$ cat src/hdl/iu2u8_pkg.sv
package iu2u8_pkg;

  localparam int unsigned QueueDepth = 2;
  localparam int unsigned QueuePtrW  = $clog2(QueueDepth);
  localparam int unsigned QueueCntW  = $clog2(QueueDepth + 1);
  localparam int unsigned MaxBytes   = 6;
  localparam int unsigned LenW       = $clog2(MaxBytes + 1);
  localparam int unsigned IdxW       = $clog2(MaxBytes);

  localparam logic [2:0] AddrInvertUnits = 3'd0;

  typedef struct packed {
    logic [15:0] code_unit;
    logic        final_unit;
  } in_item_t;

  typedef struct packed {
    logic [7:0] utf8_byte;
    logic       last_of_run;
    logic       end_of_text;
  } out_item_t;

  typedef struct packed {
    logic [3:0][7:0] bytes;
    logic [2:0]      len;
  } enc_t;

  typedef struct packed {
    logic [MaxBytes-1:0][7:0] bytes;
    logic [LenW-1:0]          len;
    logic                     final_unit;
  } job_t;

  function automatic enc_t encode_cp(logic [20:0] cp);
    enc_t e;
    e = '0;
    if (cp <= 21'h7f) begin
      e.bytes[0] = cp[7:0];
      e.len      = 3'd1;
    end else if (cp <= 21'h7ff) begin
      e.bytes[0] = 8'hc0 | {3'b000, cp[10:6]};
      e.bytes[1] = 8'h80 | {2'b00, cp[5:0]};
      e.len      = 3'd2;
    end else if (cp <= 21'hffff) begin
      e.bytes[0] = 8'he0 | {4'b0000, cp[15:12]};
      e.bytes[1] = 8'h80 | {2'b00, cp[11:6]};
      e.bytes[2] = 8'h80 | {2'b00, cp[5:0]};
      e.len      = 3'd3;
    end else begin
      e.bytes[0] = 8'hf0 | {5'b00000, cp[20:18]};
      e.bytes[1] = 8'h80 | {2'b00, cp[17:12]};
      e.bytes[2] = 8'h80 | {2'b00, cp[11:6]};
      e.bytes[3] = 8'h80 | {2'b00, cp[5:0]};
      e.len      = 3'd4;
    end
    return e;
  endfunction

endpackage

$ cat src/hdl/iu2u8_front.sv
module iu2u8_front (
  input  logic                clk,
  input  logic                rst,
  input  logic                invert_units,
  input  logic                in_valid,
  input  iu2u8_pkg::in_item_t in_data,
  input  logic                queue_full,
  output logic                push,
  output iu2u8_pkg::job_t     push_data
);

  logic                   high_pending;
  logic                   high_pending_next;
  logic [9:0]             held_high_surrogate;
  logic [9:0]             held_high_surrogate_next;
  logic                   accept;
  logic [15:0]            unit;
  logic                   is_high;
  logic                   is_low;
  logic                   hold_new;
  logic                   has_first;
  logic                   has_second;
  logic [20:0]            first_cp;
  logic [10:0]            plane;
  iu2u8_pkg::enc_t        first_enc;
  iu2u8_pkg::enc_t        second_enc;

  assign accept = in_valid && !queue_full;

  always_comb begin
    unit       = invert_units ? ~in_data.code_unit : in_data.code_unit;
    is_high    = (unit >= 16'hd800) && (unit <= 16'hdbff);
    is_low     = (unit >= 16'hdc00) && (unit <= 16'hdfff);
    hold_new   = is_high && !in_data.final_unit;
    plane      = {1'b0, held_high_surrogate} + 11'h040;

    if (high_pending && is_low) begin
      first_cp = {plane, unit[9:0]};
    end else if (high_pending) begin
      first_cp = {5'b00000, 6'b110110, held_high_surrogate};
    end else begin
      first_cp = {5'b00000, unit};
    end
    first_enc  = iu2u8_pkg::encode_cp(first_cp);
    second_enc = iu2u8_pkg::encode_cp({5'b00000, unit});
    has_first  = high_pending || !hold_new;
    has_second = high_pending && !is_low && !hold_new;

    push_data            = '0;
    push_data.final_unit = in_data.final_unit;
    for (int k = 0; k < 4; k++) begin
      push_data.bytes[k] = first_enc.bytes[k];
    end
    push_data.len = iu2u8_pkg::LenW'(first_enc.len);
    if (has_second) begin
      for (int k = 0; k < 3; k++) begin
        push_data.bytes[3 + k] = second_enc.bytes[k];
      end
      push_data.len = iu2u8_pkg::LenW'(first_enc.len)
                      + iu2u8_pkg::LenW'(second_enc.len);
    end
    push = accept && has_first;

    high_pending_next        = high_pending;
    held_high_surrogate_next = held_high_surrogate;
    if (accept) begin
      if (high_pending && is_low) begin
        high_pending_next = 1'b0;
      end else begin
        high_pending_next = hold_new;
        if (hold_new) begin
          held_high_surrogate_next = unit[9:0];
        end
      end
    end
  end

  always_ff @(posedge clk) begin
    if (rst) begin
      high_pending        <= 1'b0;
      held_high_surrogate <= '0;
    end else begin
      high_pending        <= high_pending_next;
      held_high_surrogate <= held_high_surrogate_next;
    end
  end

endmodule

$ cat src/hdl/iu2u8_queue.sv
module iu2u8_queue (
  input  logic            clk,
  input  logic            rst,
  input  logic            push,
  input  iu2u8_pkg::job_t push_data,
  input  logic            pop,
  output logic            full,
  output logic            nonempty,
  output iu2u8_pkg::job_t head
);

  iu2u8_pkg::job_t                      slots [iu2u8_pkg::QueueDepth];
  logic [iu2u8_pkg::QueuePtrW-1:0]      wr_ptr;
  logic [iu2u8_pkg::QueuePtrW-1:0]      rd_ptr;
  logic [iu2u8_pkg::QueueCntW-1:0]      count;
  logic                                 do_push;
  logic                                 do_pop;

  assign full     = (count == iu2u8_pkg::QueueCntW'(iu2u8_pkg::QueueDepth));
  assign nonempty = (count != '0);
  assign head     = slots[rd_ptr];
  assign do_push  = push && !full;
  assign do_pop   = pop && nonempty;

  always_ff @(posedge clk) begin
    if (do_push) begin
      slots[wr_ptr] <= push_data;
    end
  end

  always_ff @(posedge clk) begin
    if (rst) begin
      wr_ptr <= '0;
      rd_ptr <= '0;
      count  <= '0;
    end else begin
      if (do_push) begin
        wr_ptr <= (wr_ptr == iu2u8_pkg::QueuePtrW'(iu2u8_pkg::QueueDepth - 1))
                  ? '0 : wr_ptr + 1'b1;
      end
      if (do_pop) begin
        rd_ptr <= (rd_ptr == iu2u8_pkg::QueuePtrW'(iu2u8_pkg::QueueDepth - 1))
                  ? '0 : rd_ptr + 1'b1;
      end
      count <= count + iu2u8_pkg::QueueCntW'(do_push) - iu2u8_pkg::QueueCntW'(do_pop);
    end
  end

endmodule

$ cat src/hdl/iu2u8_back.sv
module iu2u8_back (
  input  logic                 clk,
  input  logic                 rst,
  input  logic                 job_valid,
  input  iu2u8_pkg::job_t      job,
  output logic                 pop,
  output logic                 out_valid,
  input  logic                 out_stall,
  output iu2u8_pkg::out_item_t out_data
);

  logic [iu2u8_pkg::IdxW-1:0] idx;
  logic [iu2u8_pkg::IdxW-1:0] idx_next;
  logic                       out_valid_next;
  logic                       advance;
  logic                       last_byte;

  always_comb begin
    advance        = !out_valid || !out_stall;
    last_byte      = (iu2u8_pkg::LenW'(idx) + 1'b1) == job.len;
    pop            = advance && job_valid && last_byte;
    idx_next       = idx;
    out_valid_next = out_valid;
    if (advance) begin
      out_valid_next = job_valid;
      if (job_valid) begin
        idx_next = last_byte ? '0 : idx + 1'b1;
      end
    end
  end

  always_ff @(posedge clk) begin
    if (rst) begin
      idx       <= '0;
      out_valid <= 1'b0;
    end else begin
      idx       <= idx_next;
      out_valid <= out_valid_next;
    end
  end

  always_ff @(posedge clk) begin
    if (advance && job_valid) begin
      out_data.utf8_byte   <= job.bytes[idx];
      out_data.last_of_run <= last_byte;
      out_data.end_of_text <= last_byte && job.final_unit;
    end
  end

endmodule

$ cat src/hdl/inverted_utf16_to_utf8.sv
// Bit-inverted UTF-16 to UTF-8 transcoder.
// Input channel (in_valid/in_stall/in_data) takes one stored code unit per
// transfer plus a flag on the last unit of a string. Output channel
// (out_valid/out_stall/out_data) gives one UTF-8 byte per transfer, with
// last_of_run on the final byte of a unit and end_of_text on the final byte
// of a string. A high surrogate that is not final is held and gives no byte
// until the next unit arrives.
// The APB port holds invert_units at address 0 (reset 1); write it only
// while the block is idle.
// A unit's first byte passes through the job queue and then the output register.
// Throughput: one byte per cycle at the output while the receiver does not
// stall; the byte serializer sends a unit's bytes one at a time, so units come
// in at one per cycle while the two-entry job queue has room.
// Reset (synchronous, rst high) empties the queue, drops any held surrogate
// and sets invert_units. When the receiver stalls, the output byte holds,
// the queue fills and in_stall rises once it is full.
module inverted_utf16_to_utf8 (
  input  logic                 clk,
  input  logic                 rst,
  input  logic                 in_valid,
  output logic                 in_stall,
  input  iu2u8_pkg::in_item_t  in_data,
  output logic                 out_valid,
  input  logic                 out_stall,
  output iu2u8_pkg::out_item_t out_data,
  input  logic                 psel,
  input  logic                 penable,
  input  logic                 pwrite,
  input  logic [2:0]           paddr,
  input  logic [31:0]          pwdata,
  output logic [31:0]          prdata,
  output logic                 pready
);

  logic            invert_units;
  logic            push;
  logic            pop;
  logic            full;
  logic            nonempty;
  iu2u8_pkg::job_t push_data;
  iu2u8_pkg::job_t head;

  assign pready   = 1'b1;
  assign in_stall = full;
  assign prdata   = (paddr == iu2u8_pkg::AddrInvertUnits) ? {31'd0, invert_units} : 32'd0;

  always_ff @(posedge clk) begin
    if (rst) begin
      invert_units <= 1'b1;
    end else if (psel && penable && pwrite && pready
                 && paddr == iu2u8_pkg::AddrInvertUnits) begin
      invert_units <= pwdata[0];
    end
  end

  iu2u8_front u_front (
    .clk          (clk),
    .rst          (rst),
    .invert_units (invert_units),
    .in_valid     (in_valid),
    .in_data      (in_data),
    .queue_full   (full),
    .push         (push),
    .push_data    (push_data)
  );

  iu2u8_queue u_queue (
    .clk       (clk),
    .rst       (rst),
    .push      (push),
    .push_data (push_data),
    .pop       (pop),
    .full      (full),
    .nonempty  (nonempty),
    .head      (head)
  );

  iu2u8_back u_back (
    .clk       (clk),
    .rst       (rst),
    .job_valid (nonempty),
    .job       (head),
    .pop       (pop),
    .out_valid (out_valid),
    .out_stall (out_stall),
    .out_data  (out_data)
  );

endmodule

$ cat config.mk
export PLATFORM = sky130hd
export DESIGN_NAME = inverted_utf16_to_utf8
export DESIGN_NICKNAME = d
export VERILOG_FILES = /design/src/hdl/iu2u8_pkg.sv /design/src/hdl/iu2u8_front.sv /design/src/hdl/iu2u8_queue.sv /design/src/hdl/iu2u8_back.sv /design/src/hdl/inverted_utf16_to_utf8.sv
export SDC_FILE = /design/constraint.sdc
export NUM_CORES = 1
export LEC_CHECK = 0
export BUFFER_PORTS_ARGS = -buffer_cell sky130_fd_sc_hd__buf_2
export CAP_MARGIN = 40
export CORE_MARGIN = 2
export CORE_UTILIZATION = 35
export CTS_BUF_LIST = sky130_fd_sc_hd__clkbuf_2 sky130_fd_sc_hd__clkbuf_4 sky130_fd_sc_hd__clkbuf_8
export CTS_CLUSTER_SIZE = 20
export DETAILED_ROUTE_END_ITERATION = 7
export GPL_ROUTABILITY_DRIVEN = 0
export GPL_TIMING_DRIVEN = 0
export PLACE_DENSITY_LB_ADDON = 0.15
export SYNTH_ARGS = -nofsm -noshare
export SYNTH_HDL_FRONTEND = slang
export SYNTH_SLANG_ARGS = --single-unit
$ cat constraint.sdc
create_clock -name clk -period 12.3 [get_ports clk]
set_clock_uncertainty 0.2 [all_clocks]
set_input_delay 2.46 -clock clk [delete_from_list [all_inputs] [get_ports clk]]
set_output_delay 2.46 -clock clk [all_outputs]
set_load 0.1 [all_outputs]
==> impl_metrics.env <==
export IMPL_status="finished clean"
export IMPL_place_inst=907
export IMPL_pre_cts_ws_ns=6.08
export IMPL_layout_drive_gt1_share_pct=26.8
export IMPL_synth_avg_cell_area_um2=12.0
export IMPL_cts_repair_resized=0
export IMPL_critPathArrivalTime_ns=3.33
export IMPL_maxCapViolCount=0
export IMPL_io_pins=104
export IMPL_cp_end_kind="primary output"
export IMPL_cp_required_ns=9.64
export IMPL_grt_pass1_vias=4850
export IMPL_max_freq_ghz=0.167
export IMPL_clockBufferDepth=2
export IMPL_path_common_cell="buf_2"
export IMPL_antenna_found_initial=0
export IMPL_final_util_pct=41.2
export IMPL_clock_sinks=127
export IMPL_ys_types=76
export IMPL_synth_ff_type="edfxtp_1"
export IMPL_synth_edff_count=106
export IMPL_cp_max_fo=2
export IMPL_vias=4903
export IMPL_nets=727
export IMPL_finalNonFillerCells=940
export IMPL_power_density_mw_per_mm2=178
export IMPL_startpoint_type="primary input"
export IMPL_setup_ws_ns=6.31
export IMPL_coreArea_mm2=0.0193
export IMPL_dieHeight_um=144
export IMPL_critPathKind="primary input to primary output"
export IMPL_cp_top_family="buffers and inverters"
export IMPL_syn_inst=568
export IMPL_grt_pass1_wl_mm=28.1
export IMPL_peakVddDrop_mv=0.0656
export IMPL_detail_route_wl_per_cell_um=19.2
export IMPL_area_delta_synth_final_pct=16.3
export IMPL_hold_buffers=0
export IMPL_dpl_cell_area_mm2=0.00753
export IMPL_power_mw=1.41
export IMPL_cts_tree="done"
export IMPL_ctsRootBufferMaster="clkbuf_8"
export IMPL_path_clk_slew_ns=0.07
export IMPL_syn_area_mm2=0.00683
export IMPL_n_antenna_cell=0
export IMPL_max_slew_margin_pct=46.4
export IMPL_ant_nets=0
export IMPL_rsz0062_at_grt="false"
export IMPL_slowest_stage="buf_2"
export IMPL_synth_seq_cells=127
export IMPL_async_flop_share_pct=0
export IMPL_yosysSeqAreaShare_pct=52.8
export IMPL_firstDrtPassIters=8
export IMPL_tightest_slew_ns=0.802
export IMPL_grtUsageTotal_pct=18.5
export IMPL_worst_path_buf_inv=2
export IMPL_leakagePower_nw=2.82
export IMPL_clkLatencyLatePin_ns=0.45
export IMPL_path_cells="buf_2, nor3_1, and2_1, buf_2"
export IMPL_num_rows=51
export IMPL_grt_overflow_total=0
export IMPL_drc=0
export IMPL_grt_max_degree=36
export IMPL_critical_path_max_stage_delay_ns=0.42
export IMPL_fp_dieW_um=144
export IMPL_holdWs_ns=0.269
export IMPL_h_tree_depth=4
export IMPL_min_path_type="flop to flop"
export IMPL_slew_violations=0
export IMPL_cts_made_buffers=17
export IMPL_report_final_hold_viol_count=0
export IMPL_fin_area_mm2=0.00794
export IMPL_postCtsSetupBuffers=0
export IMPL_drt_iter0_markers=426
export IMPL_yosysWarnings=0
export IMPL_port_buffers=38
export IMPL_tns_ns=0
export IMPL_period_minus_slack_ns=5.99
export IMPL_start_util_pct=35.4
export IMPL_viasPerCell=5.22
export IMPL_dieArea_mm2=0.0206
export IMPL_wirelength_mm=18.1
export IMPL_setup_viol=0
export IMPL_min_period_over_period_pct=48.7
export IMPL_hpwl_mm=13.7
==> registers in the layout (all words and copies together), names as in the netlist, 2 cells and up, named ones only <==
register	cells
u_queue.slots	96
u_back.idx	3
u_front.held_high_surrogate	10
u_queue.count	2
u_back.out_data	10
==> cell families after synthesis <==
family                     share of synthesized area [%]
AOI/OAI and AO/OA                                   14.0
buffers and inverters                               7.42
xor gates and xnor gates                            3.96
and+or+nand+nor                                     10.8
other                                              0.110
muxes                                               9.75
adders and majority gates                           1.21
DFF                                                 52.8
==> synth_stat cells, types with 3 or more instances <==
cell / count / area, um^2
a211oi_1: 12 / 90.1
a21o_1: 4 / 30.0
a21oi_1: 27 / 135
a221oi_1: 4 / 35.0
a22oi_1: 4 / 30.0
and2_1: 3 / 18.8
and3_1: 5 / 31.3
buf_1: 4 / 15.0
buf_2: 5 / 25.0
buf_4: 33 / 248
buf_6: 4 / 45.0
clkbuf_1: 20 / 75.1
dfxtp_1: 21 / 420
edfxtp_1: 106 / 3180
ha_1: 5 / 62.6
inv_1: 20 / 75.1
mux2i_1: 17 / 170
mux4_2: 21 / 473
nand2_1: 24 / 90.1
nand2b_1: 4 / 25.0
nand3_1: 14 / 70.1
nor2_1: 53 / 199
nor3_1: 20 / 100
nor4_1: 3 / 18.8
o21ai_0: 11 / 55.1
o21ai_2: 5 / 43.8
o221a_2: 4 / 45.0
o22ai_1: 13 / 81.3
o31ai_1: 7 / 52.6
or2_2: 3 / 18.8
or3_2: 3 / 22.5
xnor2_1: 18 / 158
xor2_1: 11 / 96.3
==> routing by layer <==
metal / vias to the layer above / GRT usage [%] / share of wire (%)
li1: 2284 / - / -
met4: 0 / 7.43 / 2.4
met2: 187 / 29.2 / 48
met1: 2407 / 25.3 / 45
met3: 25 / 3.40 / 5.0
met5: - / 0 / 0
==> final cells by class <==
| class | count | area (um^2) |
|---|---|---|
| inverters | 21 | 78.8 |
| clock buffers | 18 | 241 |
| plain buffers | 67 | 428 |
| multi-input cells | 383 | 2840 |
| well taps | 265 | 332 |
| flip-flops and latches | 127 | 3600 |
| repair buffers | 45 | 263 |
| clock inverters | 14 | 156 |
| fillers | 1907 | 11300 |
==> cell usage in the layout, fill, tap and decap left out, drive strengths merged, types with 19 or more instances in the layout <==
cell,synthesis,routed
a21oi,29,29
buf,47,92
clkbuf,20,38
conb,2,32
dfxtp,21,21
edfxtp,106,106
inv,21,27
mux4,21,21
nand2,24,24
nor2,53,53
nor3,21,21
xnor2,19,19
==> worst paths after layout <==
path                                  startpoint                   to  slack, ns  depth (start not counted)
worst min register to register  u_back.out_valid     u_back.out_valid       0.27                          2
worst max-delay path                    paddr[1]            prdata[0]       6.31                          4
worst min-delay path            u_back.out_valid     u_back.out_valid       0.27                          2
worst max register to register      invert_units  u_queue.slots[1][2]       8.15                         12
==> tightest hold or removal path, delay by kind of cell (launching register included) <==
kind	cells	cell delay (ns)
and+or+nand+nor	1	0.06
DFF	1	0.31
AOI/OAI and AO/OA	1	0.05
==> power breakdown <==
group | internal, mW | switching, mW
combinational | 0.129 | 0.344
sequential | 0.556 | 0.0197
clock | 0.186 | 0.177
total | 0.871 | 0.542
Power figures use the tool's default switching activity.
